**src/hdl/fft_twiddle_factor_generator_unit_defines.svh**
```systemverilog
// Assertion macros shared by the twiddle generator RTL.
`ifndef FFT_TWIDDLE_FACTOR_GENERATOR_UNIT_DEFINES_SVH
`define FFT_TWIDDLE_FACTOR_GENERATOR_UNIT_DEFINES_SVH

// Same-cycle implication, sampled on clk_i, off while rst_ni is low.
`define FTG_ASSERT_IMP(lbl, ante, cons, msg) \
  lbl: assert property (@(posedge clk_i) disable iff (!rst_ni) (ante) |-> (cons)) \
    else $error(msg);

// Next-cycle implication, sampled on clk_i, off while rst_ni is low.
`define FTG_ASSERT_NXT(lbl, ante, cons, msg) \
  lbl: assert property (@(posedge clk_i) disable iff (!rst_ni) (ante) |=> (cons)) \
    else $error(msg);

`endif

```
**src/hdl/ftg_pkg.sv**
```systemverilog
// Shared types, constants and register codes of the twiddle generator.
package ftg_pkg;

  // field widths
  localparam int unsigned STAGE_W    = 4;
  localparam int unsigned INDEX_W    = 15;
  localparam int unsigned VAL_W      = 16;
  localparam int unsigned MULT_W     = 3;
  localparam int unsigned SLOT_W     = 16;
  localparam int unsigned RADIX_W    = 2;
  localparam int unsigned SIZE_W     = 5;
  localparam int unsigned CFG_IDX_W  = 2;
  localparam int unsigned CFG_DATA_W = 5;

  // register indexes
  localparam logic [CFG_IDX_W-1:0] REG_RADIX_LOG2 = 2'd0;
  localparam logic [CFG_IDX_W-1:0] REG_SIZE_LOG2  = 2'd1;

  localparam logic [RADIX_W-1:0] RADIX_LOG2_RESET = 2'd1;
  localparam logic [SIZE_W-1:0]  SIZE_LOG2_RESET  = 5'd10;

  // build constants
  localparam int unsigned PHASE_BITS    = 16;
  localparam int unsigned OUT_BITS      = 16;
  localparam int unsigned MAX_SIZE_LOG2 = 16;

  // internal widths
  localparam int unsigned LK_W  = 6;                  // log2(k), up to 3*15+3
  localparam int unsigned NUM_W = INDEX_W + MULT_W;   // m*j
  localparam int unsigned FRAC  = 30;
  localparam int unsigned X_W   = 30;                 // angle and x^2, Q.30 below 1.0
  localparam int unsigned T_W   = 31;                 // series terms, up to 1.0 in Q.30

  localparam logic [T_W-1:0] ONE_Q = T_W'(1) << FRAC;

  // 2*pi in Q.40, split for two narrow multipliers
  localparam logic [63:0]    TWO_PI_Q40 = 64'd6908435304715;
  localparam int unsigned    C_SPLIT    = 22;
  localparam int unsigned    C_LO_W     = 22;
  localparam int unsigned    C_HI_W     = 21;
  localparam logic [C_HI_W-1:0] C_HI = C_HI_W'(TWO_PI_Q40 >> C_SPLIT);
  localparam logic [C_LO_W-1:0] C_LO = C_LO_W'(TWO_PI_Q40);

  // Horner divisors, innermost term last
  localparam int unsigned N_STEPS  = 6;
  localparam int unsigned DEN_W    = 8;
  localparam int unsigned RECIP_W  = 31;
  localparam int unsigned RECIP_SH = 31;
  localparam int unsigned SIN_DEN [N_STEPS] = '{6, 20, 42, 72, 110, 156};
  localparam int unsigned COS_DEN [N_STEPS] = '{2, 12, 30, 56, 90, 132};

  typedef struct packed {
    logic [STAGE_W-1:0] stage;
    logic [INDEX_W-1:0] index;
  } in_item_t;

  typedef struct packed {
    logic signed [VAL_W-1:0] cos_val;
    logic signed [VAL_W-1:0] sin_val;
    logic [MULT_W-1:0]       multiplier;
    logic [SLOT_W-1:0]       slot;
    logic                    error;
    logic                    last;
  } out_item_t;

  // effective configuration after the special-case mapping
  typedef struct packed {
    logic [RADIX_W-1:0] radix_log2;
    logic [SIZE_W-1:0]  size_log2;
  } cfg_t;

  // sideband that rides along with each twiddle
  typedef struct packed {
    logic [MULT_W-1:0] mult;
    logic [SLOT_W-1:0] slot;
    logic              err;
    logic              last;
    logic [1:0]        quad;
    logic              swap;
  } tag_t;

  typedef struct packed {
    logic [INDEX_W-1:0] index;
    logic [LK_W-1:0]    lk;
    tag_t               tag;
  } issue_t;

  typedef struct packed {
    logic [X_W-1:0] x;
    logic [X_W-1:0] x2;
    logic [T_W-1:0] ts;
    logic [T_W-1:0] tc;
    tag_t           tag;
  } horner_t;

endpackage

```
**src/hdl/ftg_finish.sv**
```systemverilog
// Final sine product, quadrant mapping, rounding and the output register.
module ftg_finish (
  input  logic               clk_i,
  input  logic               rst_ni,
  input  logic               in_valid_i,
  output logic               in_ready_o,
  input  ftg_pkg::horner_t   in_data_i,
  output logic               out_valid_o,
  input  logic               out_ready_i,
  output ftg_pkg::out_item_t out_data_o
);

  localparam int unsigned ProdW = ftg_pkg::X_W + ftg_pkg::T_W;
  localparam int unsigned OutSh = ftg_pkg::FRAC - (ftg_pkg::OUT_BITS - 1);
  localparam logic [31:0] RoundHalf = 32'd1 << (OutSh - 1);
  localparam logic [31:0] MaxPos    = (32'd1 << (ftg_pkg::OUT_BITS - 1)) - 32'd1;

  // round half up on magnitude, apply sign, clamp +1.0
  function automatic logic [ftg_pkg::VAL_W-1:0] to_out(
    input logic [ftg_pkg::T_W-1:0] mag,
    input logic                    neg
  );
    logic [31:0] v;
    v = (32'(mag) + RoundHalf) >> OutSh;
    if (neg) return ftg_pkg::VAL_W'(32'd0 - v);
    if (v > MaxPos) v = MaxPos;
    return ftg_pkg::VAL_W'(v);
  endfunction

  logic v1_q, v2_q;
  logic rdy1, rdy2;

  logic [ftg_pkg::T_W-1:0] s0_q, s0_d, c0_q;
  ftg_pkg::tag_t           tag1_q;
  ftg_pkg::out_item_t      out_q, out_d;

  logic [ftg_pkg::T_W-1:0] s_f, c_f, cm, sm;
  logic                    cneg, sneg;

  assign rdy2       = !v2_q || out_ready_i;
  assign rdy1       = !v1_q || rdy2;
  assign in_ready_o = rdy1;

  assign s0_d = ftg_pkg::T_W'((ProdW'(in_data_i.x) * ProdW'(in_data_i.ts)) >> ftg_pkg::FRAC);

  always_comb begin
    s_f = tag1_q.swap ? c0_q : s0_q;
    c_f = tag1_q.swap ? s0_q : c0_q;
    // imaginary part carries -sin of the phase
    case (tag1_q.quad)
      2'd0:    begin cm = c_f; cneg = 1'b0; sm = s_f; sneg = 1'b1; end
      2'd1:    begin cm = s_f; cneg = 1'b1; sm = c_f; sneg = 1'b1; end
      2'd2:    begin cm = c_f; cneg = 1'b1; sm = s_f; sneg = 1'b0; end
      default: begin cm = s_f; cneg = 1'b0; sm = c_f; sneg = 1'b0; end
    endcase
    out_d.cos_val    = tag1_q.err ? '0 : $signed(to_out(cm, cneg));
    out_d.sin_val    = tag1_q.err ? '0 : $signed(to_out(sm, sneg));
    out_d.multiplier = tag1_q.mult;
    out_d.slot       = tag1_q.slot;
    out_d.error      = tag1_q.err;
    out_d.last       = tag1_q.last;
  end

  always_ff @(posedge clk_i or negedge rst_ni) begin
    if (!rst_ni) begin
      v1_q <= 1'b0;
      v2_q <= 1'b0;
    end else begin
      if (rdy1) v1_q <= in_valid_i;
      if (rdy2) v2_q <= v1_q;
    end
  end

  always_ff @(posedge clk_i) begin
    if (rdy1 && in_valid_i) begin
      s0_q   <= s0_d;
      c0_q   <= in_data_i.tc;
      tag1_q <= in_data_i.tag;
    end
    if (rdy2 && v1_q) begin
      out_q <= out_d;
    end
  end

  assign out_valid_o = v2_q;
  assign out_data_o  = out_q;

endmodule

```
**config.mk**
```make
export PLATFORM = sky130hd
export DESIGN_NAME = ftg_finish
export DESIGN_NICKNAME = d
export VERILOG_FILES = /design/src/hdl/fft_twiddle_factor_generator_unit_defines.svh /design/src/hdl/ftg_pkg.sv /design/src/hdl/ftg_finish.sv
export SDC_FILE = /design/constraint.sdc
export NUM_CORES = 2
export LEC_CHECK = 0
export BUFFER_PORTS_ARGS = -buffer_cell sky130_fd_sc_hd__buf_2
export CAP_MARGIN = 20
export CELL_PAD_IN_SITES_DETAIL_PLACEMENT = 1
export CELL_PAD_IN_SITES_GLOBAL_PLACEMENT = 1
export CORE_ASPECT_RATIO = 0.6
export CORE_MARGIN = 10
export CORE_UTILIZATION = 46
export CTS_CLUSTER_SIZE = 10
export DETAILED_ROUTE_END_ITERATION = 16
export GPL_TIMING_DRIVEN = 0
export PLACE_DENSITY = 0.77
export SLEW_MARGIN = 20
export SYNTH_ARGS = -nofsm -noshare
export SYNTH_HDL_FRONTEND = slang
export SYNTH_SLANG_ARGS = --single-unit
```
**constraint.sdc**
```tcl
create_clock -name clk_i -period 4.8 [get_ports clk_i]
set_clock_uncertainty 0.15 [all_clocks]
set_input_delay 0.48 -clock clk_i [delete_from_list [all_inputs] [get_ports clk_i]]
set_output_delay 0.48 -clock clk_i [all_outputs]
set_load 0.005 [all_outputs]
```
==> flow_metrics.tcl <==
set metrics [dict create \
    worstPathMaxFanout 10 \
    status "finished, violations left" \
    min-delay-start "in_data_i[2]" \
    final-max-slew-violation-count 0 \
    antenna_found_initial 17 \
    firstDrtPassIters 5 \
    ys_seq_elements 113 \
    syn2layout_area_growth_pct 17.86 \
    critPathCaptureType "flop" \
    ys_seq_area_share_pct 9.423 \
    wl_mm 161.0 \
    vias 30320 \
    numCtsBuffers 25 \
    tightest_slew_ns 1.157 \
    drc_errors 0 \
    syn_area_mm2 0.03591 \
    dieArea_mm2 0.09000 \
    worst_slack_ns -2.599 \
    ios 205 \
    h-tree-depth 4 \
    dp_hpwl_mm 132.2 \
    clkSinkCount 113 \
    synth_edf_count 111 \
    gp_congestion 1.030 \
    vias_per_cell 5.871 \
    fillers 8666 \
    drive_above_1_share_pct 17.05 \
    ys_top_cells_by_area "fa_1 45%, and2_1 9.8%, edfxtp_1 9.3%" \
    synth_top_area_share_pct 44.99 \
    setup_violations 20 \
    initial_core_util_pct 46.39 \
    yosysUniqueCellTypes 76 \
    core_area_mm2 0.07740 \
    cp_data_arrival_time_ns 7.47 \
    reg2reg_from "tag1_q[2]$_DFFE_PP_" \
    fp-row-count 79 \
    synthCells 3834 \
    nets 5302 \
    cp-startpoint "in_data_i[74]" \
    drtIter0Drc 3574 \
    worst_ep_required_time_ns 4.87 \
    clk_path_buf_depth 3 \
    synth_top_cell_by_area "fa_1" \
    synthArstFlopShare_pct 1.770 \
    max_slew_margin_pct 20.66 \
    fmax_mhz 135.2 \
    violations "setup timing" \
    grt-ovfl-total 0 \
    wl_per_cell_um 31.18 \
    cts-root-buf "clkbuf_16" \
    rsz0062_at_grt "true" \
    synth_warnings 0 \
    grt_pass1_wl_mm 229.2 \
    crit_type "in2reg" \
    die_w_um 380.7 \
    grtUsageTotal_pct 35.15 \
    critPathLaunchType "primary input" \
    r2r_slack_ns -0.06 \
    final_core_util_pct 54.68 \
    synthesis.nets 5046 \
    clk_latency_ns 0.49 \
    hold_path.class "in2reg" \
    cts.clk_slew.worst_paths_ns 0.05 \
    finalCritPeriodShare_pct 154.1 \
    final_hold_viol_count 0 \
    synth-main-ff-cell "edfxtp_1" \
    avgSynthCellArea_um2 9.365 \
    grt_start_max_net_pins 54 \
    drv_cap 0 \
    placement.io_buffers 131 \
    grt_pass1_vias 31850 \
    period_needed_ns 7.399 \
    ant_nets 0 \
    tritoncts "built" \
    die_height_um 236.4 \
]
==> metal layers <==
metal  up-vias  track usage [%]  routed length [um]
li1      12060                -                   -
met1     15720            50.48               67610
met2      2271            42.30               57580
met3       242            24.38               31640
met4        26            5.467                3204
met5         -           0.6529                 991
==> cell type report <==
class	instances	area, um^2	share of cell area, %
tap	1053	1318	3.113
buffer	222	2310	5.458
timing repair buffer	231	1723	4.071
multi-input combinational	2642	29670	70.11
inverter	855	3209	7.584
clock buffer	29	650.6	1.538
sequential	113	3383	7.995
clock inverter	3	16.27	0.03844
antenna	16	40.04	0.09462
==> cells by family after synthesis <==
group,share of synthesized area (%)
flops,9.423
simple gates,18.25
xor+xnor,1.732
compound gates,4.589
fa+ha+maj,53.88
mux,0.7806
buf+inv,11.35
==> cell usage after synthesis, types with 7 or more instances <==
cell type,n
inv_1,855
fa_1,807
and2_1,562
nand2_1,429
ha_1,255
clkbuf_1,209
edfxtp_1,111
a21oi_1,60
nor2_1,50
nand3_1,46
o21ai_0,43
xnor2_1,43
nand4_1,34
nor3_1,34
xor2_1,28
mux2i_1,19
a221oi_1,17
a21o_1,15
a211oi_1,14
and4_1,13
nor4_1,13
o31ai_1,12
a31oi_1,11
and3_1,11
or3_1,10
o211ai_1,9
mux2_2,8
buf_2,7
nand2b_1,7
o21a_1,7
==> what timing repair did <==
action,CTS,global route
hold buffers,1,1
setup buffers,51,44
resized for setup,431,274
endpoints found under the hold margin,2,1
endpoints found under the setup margin,49,41
cloned,1,0
pin swaps,59,77
==> flip-flops by register name, summed over array words and instances, names as in the netlist <==
signal and flops:
c0_q 17, out_d 21, out_data_o 53, out_valid_o 1, s0_q 17, tag1_q 3, v1_q 1
==> path summary, 6_finish.rpt <==
kind | end | depth (start not counted)
max reg2reg | out_data_o[36]$_SDFFCE_PP0P_ | 19
max | s0_q[25]$_DFFE_PP_ | 22
min in group asynchronous | v1_q$_DFFE_PN0N_ | 2
min | tag1_q[2]$_DFFE_PP_ | 1
max in group asynchronous | out_valid_o$_DFFE_PN0P_ | 2
min reg2reg | out_data_o[5]$_DFFE_PP_ | 0
==> critical path: stages <==
cell	delay, ns
clkbuf_2	0.33
nand2_1	0.31
fa_1	0.53
fa_1	0.68
inv_1	0.10
fa_1	0.49
fa_1	0.57
fa_1	0.44
fa_1	0.59
fa_1	0.47
ha_2	0.43
ha_4	0.36
and2_1	0.20
nand4_1	0.16
buf_6	0.17
nor4_4	0.14
o21a_4	0.22
o21ai_4	0.08
buf_12	0.14
o31ai_4	0.27
a211oi_2	0.13
xnor2_1	0.14
==> placed cells by master (no fill, tap or decap), drive strengths merged, types with 5 or more instances in the layout <==
| master | Yosys | routed |
|---|---|---|
| o21ai | 44 | 44 |
| nor2 | 51 | 51 |
| ha | 255 | 255 |
| nand3 | 46 | 46 |
| o211ai | 9 | 9 |
| xor2 | 28 | 28 |
| inv | 855 | 855 |
| a211o | 6 | 6 |
| o31ai | 12 | 12 |
| nand2 | 430 | 430 |
| a2111oi | 6 | 6 |
| clkbuf | 209 | 178 |
| mux2 | 8 | 8 |
| fa | 807 | 807 |
| edfxtp | 111 | 111 |
| diode | 0 | 16 |
| a211oi | 14 | 14 |
| a21o | 15 | 15 |
| nor3 | 36 | 36 |
| nand4b | 5 | 5 |
| and2 | 562 | 562 |
| a21oi | 60 | 60 |
| o21a | 7 | 7 |
| or3 | 10 | 10 |
| nand4 | 34 | 34 |
| mux2i | 19 | 19 |
| nor4 | 13 | 13 |
| and4 | 13 | 13 |
| or4 | 6 | 6 |
| nand2b | 7 | 7 |
| a221oi | 17 | 17 |
| a31oi | 11 | 11 |
| buf | 15 | 302 |
| xnor2 | 43 | 43 |
| and3 | 11 | 11 |
==> per-stage QoR <==
step                      cells  hold slack, ns  area [um^2]  TNS, ns  setup WS, ns
after floorplan            3834         0.03441        36330   -32.99        -2.090
after global placement     5018          0.1186        38310  -107.43        -4.668
after detailed placement   5020          0.1244        38360  -105.46        -4.600
after CTS                  5104        0.004040        41100   -41.08        -2.588
after global routing       5153      0.00008493        42290   -43.64        -2.678
final                      5164         0.01548        42320   -42.18        -2.599
Power is left out: the tool's default activity adds up to more than one toggle a clock period on the data nets, which glitch-free logic cannot reach.
