<file path="src/hdl/fft_twiddle_factor_generator_unit_defines.svh">
// Assertion macros shared by the twiddle generator RTL.
`ifndef FFT_TWIDDLE_FACTOR_GENERATOR_UNIT_DEFINES_SVH
`define FFT_TWIDDLE_FACTOR_GENERATOR_UNIT_DEFINES_SVH

// Same-cycle implication, sampled on clk_i, off while rst_ni is low.
`define FTG_ASSERT_IMP(lbl, ante, cons, msg) \
  lbl: assert property (@(posedge clk_i) disable iff (!rst_ni) (ante) |-> (cons)) \
    else $error(msg);

// Next-cycle implication, sampled on clk_i, off while rst_ni is low.
`define FTG_ASSERT_NXT(lbl, ante, cons, msg) \
  lbl: assert property (@(posedge clk_i) disable iff (!rst_ni) (ante) |=> (cons)) \
    else $error(msg);

`endif

</file>
<file path="src/hdl/ftg_pkg.sv">
// Shared types, constants and register codes of the twiddle generator.
package ftg_pkg;

  // field widths
  localparam int unsigned STAGE_W    = 4;
  localparam int unsigned INDEX_W    = 15;
  localparam int unsigned VAL_W      = 16;
  localparam int unsigned MULT_W     = 3;
  localparam int unsigned SLOT_W     = 16;
  localparam int unsigned RADIX_W    = 2;
  localparam int unsigned SIZE_W     = 5;
  localparam int unsigned CFG_IDX_W  = 2;
  localparam int unsigned CFG_DATA_W = 5;

  // register indexes
  localparam logic [CFG_IDX_W-1:0] REG_RADIX_LOG2 = 2'd0;
  localparam logic [CFG_IDX_W-1:0] REG_SIZE_LOG2  = 2'd1;

  localparam logic [RADIX_W-1:0] RADIX_LOG2_RESET = 2'd1;
  localparam logic [SIZE_W-1:0]  SIZE_LOG2_RESET  = 5'd10;

  // build constants
  localparam int unsigned PHASE_BITS    = 16;
  localparam int unsigned OUT_BITS      = 16;
  localparam int unsigned MAX_SIZE_LOG2 = 16;

  // internal widths
  localparam int unsigned LK_W  = 6;                  // log2(k), up to 3*15+3
  localparam int unsigned NUM_W = INDEX_W + MULT_W;   // m*j
  localparam int unsigned FRAC  = 30;
  localparam int unsigned X_W   = 30;                 // angle and x^2, Q.30 below 1.0
  localparam int unsigned T_W   = 31;                 // series terms, up to 1.0 in Q.30

  localparam logic [T_W-1:0] ONE_Q = T_W'(1) << FRAC;

  // 2*pi in Q.40, split for two narrow multipliers
  localparam logic [63:0]    TWO_PI_Q40 = 64'd6908435304715;
  localparam int unsigned    C_SPLIT    = 22;
  localparam int unsigned    C_LO_W     = 22;
  localparam int unsigned    C_HI_W     = 21;
  localparam logic [C_HI_W-1:0] C_HI = C_HI_W'(TWO_PI_Q40 >> C_SPLIT);
  localparam logic [C_LO_W-1:0] C_LO = C_LO_W'(TWO_PI_Q40);

  // Horner divisors, innermost term last
  localparam int unsigned N_STEPS  = 6;
  localparam int unsigned DEN_W    = 8;
  localparam int unsigned RECIP_W  = 31;
  localparam int unsigned RECIP_SH = 31;
  localparam int unsigned SIN_DEN [N_STEPS] = '{6, 20, 42, 72, 110, 156};
  localparam int unsigned COS_DEN [N_STEPS] = '{2, 12, 30, 56, 90, 132};

  typedef struct packed {
    logic [STAGE_W-1:0] stage;
    logic [INDEX_W-1:0] index;
  } in_item_t;

  typedef struct packed {
    logic signed [VAL_W-1:0] cos_val;
    logic signed [VAL_W-1:0] sin_val;
    logic [MULT_W-1:0]       multiplier;
    logic [SLOT_W-1:0]       slot;
    logic                    error;
    logic                    last;
  } out_item_t;

  // effective configuration after the special-case mapping
  typedef struct packed {
    logic [RADIX_W-1:0] radix_log2;
    logic [SIZE_W-1:0]  size_log2;
  } cfg_t;

  // sideband that rides along with each twiddle
  typedef struct packed {
    logic [MULT_W-1:0] mult;
    logic [SLOT_W-1:0] slot;
    logic              err;
    logic              last;
    logic [1:0]        quad;
    logic              swap;
  } tag_t;

  typedef struct packed {
    logic [INDEX_W-1:0] index;
    logic [LK_W-1:0]    lk;
    tag_t               tag;
  } issue_t;

  typedef struct packed {
    logic [X_W-1:0] x;
    logic [X_W-1:0] x2;
    logic [T_W-1:0] ts;
    logic [T_W-1:0] tc;
    tag_t           tag;
  } horner_t;

endpackage

</file>
<file path="src/hdl/ftg_angle.sv">
// Phase, octant fold and reduced angle x with x^2, four register stages.
module ftg_angle #(
  parameter int unsigned PhaseBits = ftg_pkg::PHASE_BITS
) (
  input  logic              clk_i,
  input  logic              rst_ni,
  input  logic              in_valid_i,
  output logic              in_ready_o,
  input  ftg_pkg::issue_t   in_data_i,
  output logic              out_valid_o,
  input  logic              out_ready_i,
  output ftg_pkg::horner_t  out_data_o
);

  localparam int unsigned PW   = PhaseBits;
  localparam int unsigned RW   = PhaseBits - 2;
  localparam int unsigned HiW  = RW + ftg_pkg::C_HI_W;
  localparam int unsigned LoW  = RW + ftg_pkg::C_LO_W;
  localparam int unsigned SumW = RW + ftg_pkg::C_SPLIT + ftg_pkg::C_HI_W + 1;
  localparam int unsigned RndW = ftg_pkg::NUM_W + 1;
  localparam int unsigned SqW  = 2 * ftg_pkg::X_W;
  localparam int unsigned XSh  = PhaseBits + 10;

  logic v1_q, v2_q, v3_q, v4_q;
  logic rdy1, rdy2, rdy3, rdy4;

  logic [PW-1:0]             p1_q, p_d;
  ftg_pkg::tag_t             tag1_q, tag2_q, tag2_d, tag3_q, tag4_q;
  logic [HiW-1:0]            hi2_q, hi_d;
  logic [LoW-1:0]            lo2_q, lo_d;
  logic [ftg_pkg::X_W-1:0]   x3_q, x_d, x4_q, x2_4_q, x2_d;

  logic [ftg_pkg::NUM_W-1:0] num;
  logic [ftg_pkg::LK_W-1:0]  lsh, rsh;
  logic [RndW-1:0]           rnd;
  logic [1:0]                quad;
  logic [RW-1:0]             r, r_f;
  logic                      fold;
  logic [SumW-1:0]           sum;
  logic [SqW-1:0]            sq;

  assign rdy4       = !v4_q || out_ready_i;
  assign rdy3       = !v3_q || rdy4;
  assign rdy2       = !v2_q || rdy3;
  assign rdy1       = !v1_q || rdy2;
  assign in_ready_o = rdy1;

  // stage 1: turn fraction m*j/k as a PW-bit phase, rounded half up when k is finer
  always_comb begin
    num = ftg_pkg::NUM_W'(in_data_i.tag.mult) * ftg_pkg::NUM_W'(in_data_i.index);
    lsh = ftg_pkg::LK_W'(PW) - in_data_i.lk;
    rsh = in_data_i.lk - ftg_pkg::LK_W'(PW);
    rnd = RndW'(num) + (RndW'(1) << (rsh - ftg_pkg::LK_W'(1)));
    if (in_data_i.lk <= ftg_pkg::LK_W'(PW)) begin
      p_d = PW'(num) << lsh;
    end else if (rsh > ftg_pkg::LK_W'(ftg_pkg::NUM_W)) begin
      p_d = '0;
    end else begin
      p_d = PW'(rnd >> rsh);
    end
  end

  // stage 2: fold into the first octant, then r * 2pi in two partial products
  always_comb begin
    quad   = p1_q[PW-1 -: 2];
    r      = p1_q[RW-1:0];
    fold   = r > (RW'(1) << (RW - 1));
    r_f    = fold ? (RW'(0) - r) : r;
    hi_d   = HiW'(r_f) * HiW'(ftg_pkg::C_HI);
    lo_d   = LoW'(r_f) * LoW'(ftg_pkg::C_LO);
    tag2_d = tag1_q;
    tag2_d.quad = quad;
    tag2_d.swap = fold;
  end

  // stage 3: join partial products, x in Q.30
  always_comb begin
    sum = (SumW'(hi2_q) << ftg_pkg::C_SPLIT) + SumW'(lo2_q);
    x_d = ftg_pkg::X_W'(sum >> XSh);
  end

  // stage 4: x^2
  always_comb begin
    sq   = SqW'(x3_q) * SqW'(x3_q);
    x2_d = ftg_pkg::X_W'(sq >> ftg_pkg::FRAC);
  end

  always_ff @(posedge clk_i or negedge rst_ni) begin
    if (!rst_ni) begin
      v1_q <= 1'b0;
      v2_q <= 1'b0;
      v3_q <= 1'b0;
      v4_q <= 1'b0;
    end else begin
      if (rdy1) v1_q <= in_valid_i;
      if (rdy2) v2_q <= v1_q;
      if (rdy3) v3_q <= v2_q;
      if (rdy4) v4_q <= v3_q;
    end
  end

  always_ff @(posedge clk_i) begin
    if (rdy1 && in_valid_i) begin
      p1_q   <= p_d;
      tag1_q <= in_data_i.tag;
    end
    if (rdy2 && v1_q) begin
      hi2_q  <= hi_d;
      lo2_q  <= lo_d;
      tag2_q <= tag2_d;
    end
    if (rdy3 && v2_q) begin
      x3_q   <= x_d;
      tag3_q <= tag2_q;
    end
    if (rdy4 && v3_q) begin
      x4_q   <= x3_q;
      x2_4_q <= x2_d;
      tag4_q <= tag3_q;
    end
  end

  assign out_valid_o   = v4_q;
  assign out_data_o.x  = x4_q;
  assign out_data_o.x2 = x2_4_q;
  assign out_data_o.ts = ftg_pkg::ONE_Q;
  assign out_data_o.tc = ftg_pkg::ONE_Q;
  assign out_data_o.tag = tag4_q;

endmodule

</file>
<file path="config.mk">
export PLATFORM = sky130hd
export DESIGN_NAME = ftg_angle
export DESIGN_NICKNAME = d
export VERILOG_FILES = /design/src/hdl/fft_twiddle_factor_generator_unit_defines.svh /design/src/hdl/ftg_pkg.sv /design/src/hdl/ftg_angle.sv
export SDC_FILE = /design/constraint.sdc
export NUM_CORES = 2
export LEC_CHECK = 0
export ABC_AREA = 1
export BUFFER_PORTS_ARGS = -buffer_cell sky130_fd_sc_hd__buf_4
export CORE_MARGIN = 1
export CORE_UTILIZATION = 37
export CTS_CLUSTER_SIZE = 40
export DETAILED_ROUTE_END_ITERATION = 7
export PLACE_DENSITY = 0.63
export SYNTH_ARGS = -nofsm -noshare
export SYNTH_HDL_FRONTEND = slang
export SYNTH_SLANG_ARGS = --single-unit
</file>
<file path="constraint.sdc">
create_clock -name clk_i -period 13.65 [get_ports clk_i]
set_input_delay 2.73 -clock clk_i [delete_from_list [all_inputs] [get_ports clk_i]]
set_output_delay 2.73 -clock clk_i [all_outputs]
set_load 0.02 [all_outputs]
</file>
==> results_dict.tcl <==
set metrics [dict create \
    status "completed" \
    gr-usage-all-layers_pct 19.05 \
    dr.pass1.iters 6 \
    synth_most_common_cell "inv_1" \
    path_common_cell "inv_1" \
    gp_congestion 0.9322 \
    root_buffer "clkbuf_16" \
    min_to "out_data_o[5]" \
    cpMaxStageDelayCell "xor2_1" \
    routedWlPerCell_um 16.39 \
    avgSynthCellArea_um2 8.631 \
    synth_commonest_cells "inv_1, nand2_1, fa_1" \
    synth_top_area_cell "fa_1" \
    grt_pass1_wl_um 200800 \
    slew_headroom_pct 23.22 \
    critPathMaxFanout 14 \
    ys.flop_type "edfxtp_1" \
    core_area_um2 130100 \
    drt-initial-drc-count 1993 \
    critical_path_arrival_ns 9.07 \
    slowest_delay_ns 0.81 \
    drc_errors 0 \
    cts_setup_buffers 0 \
    vias 35730 \
    num_rows 132 \
    period_share_pct 63.87 \
    cts_made_buffers 29 \
    area_growth_pct 7.683 \
    htreeDepth 1 \
    hold_path.class "register to register" \
    timing.rr.end "hi2_q[24]" \
    holdPathStages 0 \
    cts_buffer_depth 3 \
    dieWidth_um 365.1 \
    dp_hpwl_um 102100 \
    finalSetupViolCount 0 \
    clkSinkCount 250 \
    reg2reg_from "p1_q[0]" \
    cts_tree "done" \
    min-delay-start "tag3_q[5]" \
    netlist_area_um2 48790 \
    ant_nets 0 \
    seq_area_frac_synth_pct 15.34 \
    routed_wirelength_um 122900 \
    drv_cap 0 \
    finalClockSkew_ns 0.02570 \
    synth_cells 5653 \
    synth_seq_cells 250 \
    required_ns 14.00 \
    ys_async_sr_fraction_pct 1.600 \
    regToRegSetupSlack_ns 4.93 \
    clk_pin_slew_ns 0.08 \
    finalHoldViolCount 0 \
    synthTopCellsByArea "fa_1, edfxtp_1, ha_1" \
    synth_edf_count 246 \
    grt_pass1_vias 38120 \
    period_minus_slack_ns 8.718 \
    rr_worst_depth 33 \
    fin_tns_setup_ns 0 \
    grt-ovfl-total 0 \
    io_pins 197 \
    die-area_um2 133300 \
    antenna_found_initial 1 \
    slew_viol_final 0 \
    synth_top_area_share_pct 34.59 \
    crit_type "register to register" \
    layout.nets 7188 \
    hold_buffers 0 \
    start_kind "register" \
    fp.dieH_um 365.1 \
    num_antenna_cells 0 \
    synth_warnings 0 \
    post_cts_resize_count 0 \
    io_buffers 131 \
    cp-end-kind "register" \
    grt_max_degree 53 \
    max_freq_mhz 114.7 \
    viasPerCell 4.762 \
    initial_core_util_pct 37.49 \
    rsz0062_at_grt "false" \
    drive_gt1_share_pct 4.410 \
    clk_latency_ns 0.62 \
    fillers 13170 \
    yosysUniqueCellTypes 52 \
    worst_slew_pin_slew_ns 1.148 \
]
[per-layer routing]
metal  vias to the layer above  global-route usage (%)  part of all wire, %  wire length, um
met5                         -                       0                    0                0
met2                       823                   32.49                   48            58720
met1                     17630                   25.65                   45            55090
met4                         0                   4.939                  2.7             3304
met3                       173                   2.103                  4.7             5806
li1                      17110                       -                    -                -
[state kept, by name, indices dropped and copies added (netlist names), 13 cells and up]
name        count
p1_q           16
hi2_q          34
tag1_q         21
x4_q           30
x2_4_q         30
tag3_q         24
out_data_o     24
lo2_q          13
x3_q           30
tag2_q         24
[metrics by stage]
stage | instances | instance area (um2) | worst slack (ns) | hold slack [ns] | util (%)
after floorplan | 5713 | 49020 | 6.248 | 0.4003 | -
after global placement | 7448 | 51570 | 4.949 | 0.4005 | 39.62
after detailed placement | 7448 | 51570 | 4.899 | 0.4045 | 39.62
after CTS | 7502 | 52540 | 4.849 | 0.4027 | 40.37
after global routing | 7502 | 52540 | 4.408 | 0.4156 | 40.37
final | 7502 | 52540 | 4.932 | 0.4108 | 40.37
[layout by cell type (no fill, tap or decap), types with 32 or more instances in the layout]
cell      Yosys  layout
ha_1        559     559
inv_1      1578    1576
a31oi_1      33      33
nand2_1    1067    1067
nand4_1      32      32
buf_4        63     174
a21oi_1     196     196
nor2_1      251     249
xnor2_1      41      41
conb_1        2      62
fa_1        843     843
xor2_1       99      99
o21ai_0     114     113
edfxtp_1    246     246
nand3_1     235     235
[worst max-delay path by stage]
stage	startpoint	end	slack [ns]	cells after the start
2_1_floorplan	p1_q[0]	hi2_q[25]	6.25	29
3_3_place_gp	p1_q[0]	hi2_q[24]	4.95	33
3_5_place_dp	p1_q[0]	hi2_q[24]	4.90	33
4_1_cts	p1_q[0]	hi2_q[24]	4.85	33
5_1_grt	p1_q[0]	hi2_q[24]	4.41	33
6_report	p1_q[0]	hi2_q[24]	4.93	33
[worst max-delay path, delay by kind of cell (launching register included)]
family                     cells  cell delay, ns
xor gates and xnor gates       2            0.95
DFF                            1            0.36
adders and majority gates      8            3.69
buffers and inverters          8            1.40
AOI/OAI and AO/OA              6            1.02
and+or+nand+nor                9            0.99
[final cells by class]
type | count | area (um2) | area share [%]
clock buffers | 35 | 748.2 | 1.424
clock inverters | 19 | 226.5 | 0.4310
inverters | 1584 | 5948 | 11.32
multi-input cells | 3698 | 34650 | 65.94
flip-flops and latches | 250 | 7487 | 14.25
well taps | 1742 | 2180 | 4.148
repair buffers | 174 | 1306 | 2.486
[cells by family after synthesis]
| group | count (synthesis) | share of synthesized area, % |
|---|---|---|
| fa+ha+maj | 1402 | 48.92 |
| compound gates | 442 | 5.154 |
| flops | 250 | 15.34 |
| simple gates | 1651 | 13.85 |
| xor+xnor | 141 | 2.569 |
| buf+inv | 1765 | 14.14 |
| other cells | 2 | 0.01539 |
Power is left out: the tool's default activity adds up to more than one toggle a clock period on the data nets, which glitch-free logic cannot reach.
