**src/hdl/fft_twiddle_factor_generator_unit_defines.svh**
```systemverilog
// Assertion macros shared by the twiddle generator RTL.
`ifndef FFT_TWIDDLE_FACTOR_GENERATOR_UNIT_DEFINES_SVH
`define FFT_TWIDDLE_FACTOR_GENERATOR_UNIT_DEFINES_SVH

// Same-cycle implication, sampled on clk_i, off while rst_ni is low.
`define FTG_ASSERT_IMP(lbl, ante, cons, msg) \
  lbl: assert property (@(posedge clk_i) disable iff (!rst_ni) (ante) |-> (cons)) \
    else $error(msg);

// Next-cycle implication, sampled on clk_i, off while rst_ni is low.
`define FTG_ASSERT_NXT(lbl, ante, cons, msg) \
  lbl: assert property (@(posedge clk_i) disable iff (!rst_ni) (ante) |=> (cons)) \
    else $error(msg);

`endif

```
**src/hdl/ftg_pkg.sv**
```systemverilog
// Shared types, constants and register codes of the twiddle generator.
package ftg_pkg;

  // field widths
  localparam int unsigned STAGE_W    = 4;
  localparam int unsigned INDEX_W    = 15;
  localparam int unsigned VAL_W      = 16;
  localparam int unsigned MULT_W     = 3;
  localparam int unsigned SLOT_W     = 16;
  localparam int unsigned RADIX_W    = 2;
  localparam int unsigned SIZE_W     = 5;
  localparam int unsigned CFG_IDX_W  = 2;
  localparam int unsigned CFG_DATA_W = 5;

  // register indexes
  localparam logic [CFG_IDX_W-1:0] REG_RADIX_LOG2 = 2'd0;
  localparam logic [CFG_IDX_W-1:0] REG_SIZE_LOG2  = 2'd1;

  localparam logic [RADIX_W-1:0] RADIX_LOG2_RESET = 2'd1;
  localparam logic [SIZE_W-1:0]  SIZE_LOG2_RESET  = 5'd10;

  // build constants
  localparam int unsigned PHASE_BITS    = 16;
  localparam int unsigned OUT_BITS      = 16;
  localparam int unsigned MAX_SIZE_LOG2 = 16;

  // internal widths
  localparam int unsigned LK_W  = 6;                  // log2(k), up to 3*15+3
  localparam int unsigned NUM_W = INDEX_W + MULT_W;   // m*j
  localparam int unsigned FRAC  = 30;
  localparam int unsigned X_W   = 30;                 // angle and x^2, Q.30 below 1.0
  localparam int unsigned T_W   = 31;                 // series terms, up to 1.0 in Q.30

  localparam logic [T_W-1:0] ONE_Q = T_W'(1) << FRAC;

  // 2*pi in Q.40, split for two narrow multipliers
  localparam logic [63:0]    TWO_PI_Q40 = 64'd6908435304715;
  localparam int unsigned    C_SPLIT    = 22;
  localparam int unsigned    C_LO_W     = 22;
  localparam int unsigned    C_HI_W     = 21;
  localparam logic [C_HI_W-1:0] C_HI = C_HI_W'(TWO_PI_Q40 >> C_SPLIT);
  localparam logic [C_LO_W-1:0] C_LO = C_LO_W'(TWO_PI_Q40);

  // Horner divisors, innermost term last
  localparam int unsigned N_STEPS  = 6;
  localparam int unsigned DEN_W    = 8;
  localparam int unsigned RECIP_W  = 31;
  localparam int unsigned RECIP_SH = 31;
  localparam int unsigned SIN_DEN [N_STEPS] = '{6, 20, 42, 72, 110, 156};
  localparam int unsigned COS_DEN [N_STEPS] = '{2, 12, 30, 56, 90, 132};

  typedef struct packed {
    logic [STAGE_W-1:0] stage;
    logic [INDEX_W-1:0] index;
  } in_item_t;

  typedef struct packed {
    logic signed [VAL_W-1:0] cos_val;
    logic signed [VAL_W-1:0] sin_val;
    logic [MULT_W-1:0]       multiplier;
    logic [SLOT_W-1:0]       slot;
    logic                    error;
    logic                    last;
  } out_item_t;

  // effective configuration after the special-case mapping
  typedef struct packed {
    logic [RADIX_W-1:0] radix_log2;
    logic [SIZE_W-1:0]  size_log2;
  } cfg_t;

  // sideband that rides along with each twiddle
  typedef struct packed {
    logic [MULT_W-1:0] mult;
    logic [SLOT_W-1:0] slot;
    logic              err;
    logic              last;
    logic [1:0]        quad;
    logic              swap;
  } tag_t;

  typedef struct packed {
    logic [INDEX_W-1:0] index;
    logic [LK_W-1:0]    lk;
    tag_t               tag;
  } issue_t;

  typedef struct packed {
    logic [X_W-1:0] x;
    logic [X_W-1:0] x2;
    logic [T_W-1:0] ts;
    logic [T_W-1:0] tc;
    tag_t           tag;
  } horner_t;

endpackage

```
**src/hdl/ftg_issue.sv**
```systemverilog
// Issue stage: holds one input item and steps the multiplier m once per cycle while the output is ready.
module ftg_issue (
  input  logic               clk_i,
  input  logic               rst_ni,
  input  ftg_pkg::cfg_t      cfg_i,
  input  logic               in_valid_i,
  output logic               in_ready_o,
  input  ftg_pkg::in_item_t  in_data_i,
  output logic               out_valid_o,
  input  logic               out_ready_i,
  output ftg_pkg::issue_t    out_data_o
);

  logic                                hold_q;
  logic [ftg_pkg::INDEX_W-1:0]         index_q;
  logic [ftg_pkg::LK_W-1:0]            lell_q, lell_d;
  logic [ftg_pkg::RADIX_W-1:0]         rl_q;
  logic                                err_q, err_d;
  logic [ftg_pkg::MULT_W-1:0]          mult_q, mult_last_q, mult_last_d;
  logic                                last;
  logic                                done;
  logic                                take;

  // stage check: q >= ceil(sl/rl) is the same as rl*q >= sl
  always_comb begin
    lell_d = ftg_pkg::LK_W'(cfg_i.radix_log2) * ftg_pkg::LK_W'(in_data_i.stage);
    err_d  = (lell_d >= ftg_pkg::LK_W'(cfg_i.size_log2)) ||
             ((lell_d < ftg_pkg::LK_W'(ftg_pkg::INDEX_W)) &&
              ((in_data_i.index >> lell_d) != '0));
    mult_last_d = ftg_pkg::MULT_W'((4'd1 << cfg_i.radix_log2) - 4'd1);
  end

  assign last        = err_q || (mult_q == mult_last_q);
  assign done        = hold_q && out_ready_i && last;
  assign in_ready_o  = !hold_q || done;
  assign take        = in_valid_i && in_ready_o;
  assign out_valid_o = hold_q;

  always_comb begin
    out_data_o.index    = index_q;
    out_data_o.lk       = lell_q + ftg_pkg::LK_W'(rl_q);
    out_data_o.tag.mult = err_q ? '0 : mult_q;
    out_data_o.tag.slot = err_q ? '0 :
      ftg_pkg::SLOT_W'(index_q) + (ftg_pkg::SLOT_W'(mult_q - 3'd1) << lell_q);
    out_data_o.tag.err  = err_q;
    out_data_o.tag.last = last;
    out_data_o.tag.quad = '0;
    out_data_o.tag.swap = 1'b0;
  end

  always_ff @(posedge clk_i or negedge rst_ni) begin
    if (!rst_ni) begin
      hold_q <= 1'b0;
    end else if (take) begin
      hold_q <= 1'b1;
    end else if (done) begin
      hold_q <= 1'b0;
    end
  end

  always_ff @(posedge clk_i) begin
    if (take) begin
      index_q     <= in_data_i.index;
      lell_q      <= lell_d;
      rl_q        <= cfg_i.radix_log2;
      err_q       <= err_d;
      mult_q      <= ftg_pkg::MULT_W'(1);
      mult_last_q <= mult_last_d;
    end else if (hold_q && out_ready_i) begin
      mult_q <= mult_q + 3'd1;
    end
  end

endmodule

```
**config.mk**
```make
export PLATFORM = sky130hd
export DESIGN_NAME = ftg_issue
export DESIGN_NICKNAME = d
export VERILOG_FILES = /design/src/hdl/fft_twiddle_factor_generator_unit_defines.svh /design/src/hdl/ftg_pkg.sv /design/src/hdl/ftg_issue.sv
export SDC_FILE = /design/constraint.sdc
export NUM_CORES = 1
export LEC_CHECK = 0
export BUFFER_PORTS_ARGS = -buffer_cell sky130_fd_sc_hd__buf_4
export CORE_MARGIN = 2
export CORE_UTILIZATION = 48
export CTS_CLUSTER_SIZE = 20
export DETAILED_ROUTE_END_ITERATION = 10
export PLACE_DENSITY = 0.77
export SYNTH_ARGS = -nofsm -noshare
export SYNTH_HDL_FRONTEND = slang
export SYNTH_SLANG_ARGS = --single-unit
```
**constraint.sdc**
```tcl
create_clock -name clk_i -period 4.2 [get_ports clk_i]
set_clock_uncertainty 0.1 [all_clocks]
set_input_delay 1.05 -clock clk_i [delete_from_list [all_inputs] [get_ports clk_i]]
set_output_delay 1.05 -clock clk_i [all_outputs]
set_load 0.05 [all_outputs]
```
==> impl_results.rst <==
.. list-table::
   :header-rows: 1

   * - Metric
     - Value
   * - Outcome
     - finished with violations
   * - Violations in the final reports
     - negative setup slack
   * - Net load switching power
     - 715 uW
   * - Clock tree from TritonCTS
     - built
   * - Number of global-route vias before repair
     - 2,718
   * - CTS sink cnt
     - 31
   * - Slowest cell delay on critical path
     - 360 ps
   * - Horizontal extent of the die
     - 80.8 um
   * - Detailed-route via count
     - 2,943
   * - Area fraction of the dominant cell type after synthesis
     - 0.286
   * - Synthesized flop and latch total
     - 31
   * - Final critical-path share of the clock period
     - 1.12
   * - Clk buf depth
     - 2
   * - Register area share after synthesis
     - 0.316
   * - Min cycle time layout
     - 4700 ps
   * - Peak supply drop
     - 0.257 mV
   * - Cell Int Power
     - 931 uW
   * - Main synth FF type
     - edfxtp_1
   * - Leak Pwr
     - 1.90 nW
   * - Wire length after detailed routing
     - 8.37 mm
   * - Core Region
     - 0.00561 mm2
   * - Total number of nets in the final design
     - 505
   * - Total die area
     - 0.00653 mm2
   * - Total GRT Usage
     - 0.240
   * - Data required time at the worst endpoint
     - 3050 ps
   * - Most common cell in the netlist
     - nor2_1
   * - Setup repair after global routing missed its margin
     - true
   * - Kind of end point of the critical path
     - output pin
   * - Area of all placed cells without fillers
     - 0.00426 mm2
   * - Residual DRC count
     - 0
   * - Antenna diode count
     - 0
   * - First-pass GRT wire length
     - 12.3 mm
   * - Relative contribution of sequential cells to total power
     - 0.251
   * - Vertical extent of the die
     - 80.8 um
   * - Starting utilization of the core area
     - 0.505
   * - Fraction of layout cells with a size suffix above 1
     - 0.457
   * - Number of cell rows
     - 27
   * - Simple-gate portion of the synthesized area
     - 0.209
   * - Post-synthesis share of cell area spent on xor and xnor gates
     - 0.0711
   * - Antenna violations before repair
     - 0
   * - First drt pass iteration count
     - 4
   * - Library cell used as clock root buffer
     - clkbuf_8
   * - Max FO, Critical Path
     - 5
   * - Post-synth top cells
     - nor2_1, edfxtp_1, ha_1
   * - Area overhead of the layout relative to synthesis
     - 50.5%
   * - Adder-cell share of the synthesized area
     - 0.141
   * - Boundary pin count
     - 77
   * - Clock share of power
     - 0.138
   * - Least setup slack across all paths after layout
     - -500 ps
   * - Antenna viol nets, final
     - 0
   * - Maximum capacitance violations
     - 0
   * - Class of the most critical hold timing path
     - in2async
   * - Mean instance size in the synthesized netlist
     - 8.77 um2
   * - Per-cell routed wire length
     - 16.2 um
   * - Yosys warns
     - 0
   * - Final hold slack
     - 430 ps
   * - Post-synth top area cell
     - edfxtp_1
   * - Final weighted congestion in routability-driven placement
     - 0.887
   * - Synthesized area
     - 0.00283 mm2
   * - Number of enable flip-flop cells after synthesis
     - 27
   * - Cell-by-cell listing of the critical path
     - inv_2, ha_4, xor2_1, nor2_1, a211o_1, o21ai_2, nand2_1, a221oi_2, ha_4, and2_4, nand2_1, o21ai_0, a41oi_2, a211oi_2, nor3_2, nor3_4, buf_6
   * - Synth top area cells
     - edfxtp_1, ha_1, nor2_1
   * - FMAX
     - 213 MHz
   * - Slowest stage cell on the critical path
     - a221oi_2
   * - DR iter-0 viols
     - 218
   * - Number of instances in the synthesized netlist
     - 323
   * - Count of different cell masters after synthesis
     - 52
   * - Summed negative setup slack over all endpoints
     - -3570 ps
   * - Hold violation count in the final report
     - 0
   * - Share of power burned in combinational logic
     - 0.610
   * - Post-route insts no fill
     - 518
   * - Post-synthesis compound-gate area fraction
     - 0.187
   * - Switching fraction of total power
     - 0.434
   * - Post-detail-place hpwl
     - 5.96 mm
   * - Number of instances in the placed design
     - 497
   * - Power density over cell area
     - 386 mW/mm2
   * - Number of max-slew violations in the final report
     - 0
   * - Number of port buffers
     - 73
   * - Total grt overflow
     - 0
   * - Pin count of the biggest net entering global routing
     - 31
   * - Number of setup violations in the final report
     - 12
   * - Post-CTS Hold Buffers
     - 0
   * - Ys async rst share
     - 0.0323
   * - Number of buffers added by the clock tree synthesis step
     - 5
   * - Register clock-pin slew on the reported worst setup and hold paths
     - 70 ps
   * - CTS H-Tree Depth
     - 2
   * - Final-layout fill cell count
     - 369
   * - Startpoint kind of the worst setup timing path
     - flop
   * - Arrival @ worst endpoint
     - 3550 ps
   * - Critical path class
     - reg2out
   * - Main combinational cell family by area after synthesis
     - simple AND/OR/NAND/NOR gates
   * - Later-pin clock latency in the skew report
     - 280 ps
   * - Multiplexer share of the synthesized area
     - 0.0128
   * - Cell area reported after detailed placement
     - 0.00380 mm2
   * - Via-to-Cell Ratio
     - 5.68
==> cell families after synthesis <==
| family | after synthesis |
|---|---|
| buffers and inverters | 35 |
| flip-flops | 31 |
| XOR/XNOR | 23 |
| adder cells (fa/ha/maj) | 30 |
| multiplexers | 3 |
| AO/OA/AOI/OAI | 77 |
| AND/OR/NAND/NOR | 123 |
| other | 1 |
==> power by group through the flow <==
| stage | Clock, mW | Combinational [mW] | Sequential [mW] |
|---|---|---|---|
| 6_report | 0.228 | 1.00 | 0.413 |
| 5_1_grt | 0.241 | 1.07 | 0.416 |
| 4_1_cts | 0.233 | 0.951 | 0.412 |
| 3_5_place_dp | 0 | 0.858 | 0.417 |
| 3_3_place_gp | 0 | 0.840 | 0.415 |
| 2_1_floorplan | 0 | 0.546 | 0.456 |
==> layout make-up <==
cell class,count,area [um2],share of cell area
flip-flops and latches,31,901,0.211
well taps,72,90.1,0.0211
clock inverters,3,20.0,0.00470
multi-input cells,259,2090,0.491
repair buffers,127,1010,0.237
clock buffers,5,68.8,0.0162
inverters,21,78.8,0.0185
==> worst paths after layout <==
kind,from,cells after the start,end,slack (ps)
worst max-delay path,mult_q[0]$_SDFFE_PP1P_,17,out_data_o[19],-500
worst min-delay path,rst_ni,1,out_valid_o$_DFFE_PN0P_,430
worst max register to register,mult_q[2]$_SDFFE_PP0P_,7,index_q[1]$_DFFE_PP_,2260
worst min register to register,out_valid_o$_DFFE_PN0P_,2,out_valid_o$_DFFE_PN0P_,510
max in group asynchronous,rst_ni,1,out_valid_o$_DFFE_PN0P_,3490
min in group clk_i,out_valid_o$_DFFE_PN0P_,2,out_valid_o$_DFFE_PN0P_,510
==> flip-flops by register name, summed over array words and instances (netlist names) <==
name,flops
rl_q,2
out_valid_o,1
index_q,15
err_q,1
mult_q,3
mult_last_q,3
lell_q,6
==> per-layer routing <==
layer,vias to the layer above,GRT usage,wire [um]
met3,25,0.0344,461
met5,-,0,0
met2,125,0.452,4360
li1,1391,-,-
met1,1402,0.279,3340
met4,0,0.0763,206
==> worst max-delay path, delay by kind of cell (launching register included) <==
| family | cells | cell delay [ps] |
|---|---|---|
| AOI/OAI and AO/OA | 6 | 1530 |
| and+or+nand+nor | 6 | 640 |
| DFF | 1 | 350 |
| adders and majority gates | 2 | 350 |
| buffers and inverters | 2 | 250 |
| xor gates and xnor gates | 1 | 140 |
==> cells in the final DEF, fill, tap and decap left out, drive strengths merged, types with 2 or more instances in the layout <==
cell      instances
xor2             12
buf             127
clkinv            2
or2               2
mux2              2
a22oi             2
o21bai            2
nand2b            4
a2111oi           5
fa                3
nor2b             9
a211oi            7
a221oi            3
edfxtp           27
nand2            24
or3               2
ha               27
inv              20
nor3             11
conb              3
nand3             5
clkinvlp          2
clkbuf            5
a21oi            18
nor2             44
o21ai            11
xnor2            11
dfxtp             3
and3              4
o21a              4
a21o             11
and2             13
a31oi             4
a211o             2
==> metrics by stage <==
stage                     utilization  setup slack [ps]  total power [mW]
final                           0.760              -500              1.65
after CTS                       0.739              -425              1.60
after global routing            0.760              -606              1.73
after floorplan                     -              -207              1.00
after global placement          0.677              -294              1.25
after detailed placement        0.677              -368              1.27
==> what timing repair did <==
item | 4_1_cts | 5_1_grt
pin swaps | 34 | 28
setup endpoints to repair | 12 | 12
resized for setup | 45 | 20
buffers inserted | 10 | 3
Power figures use the tool's default switching activity.
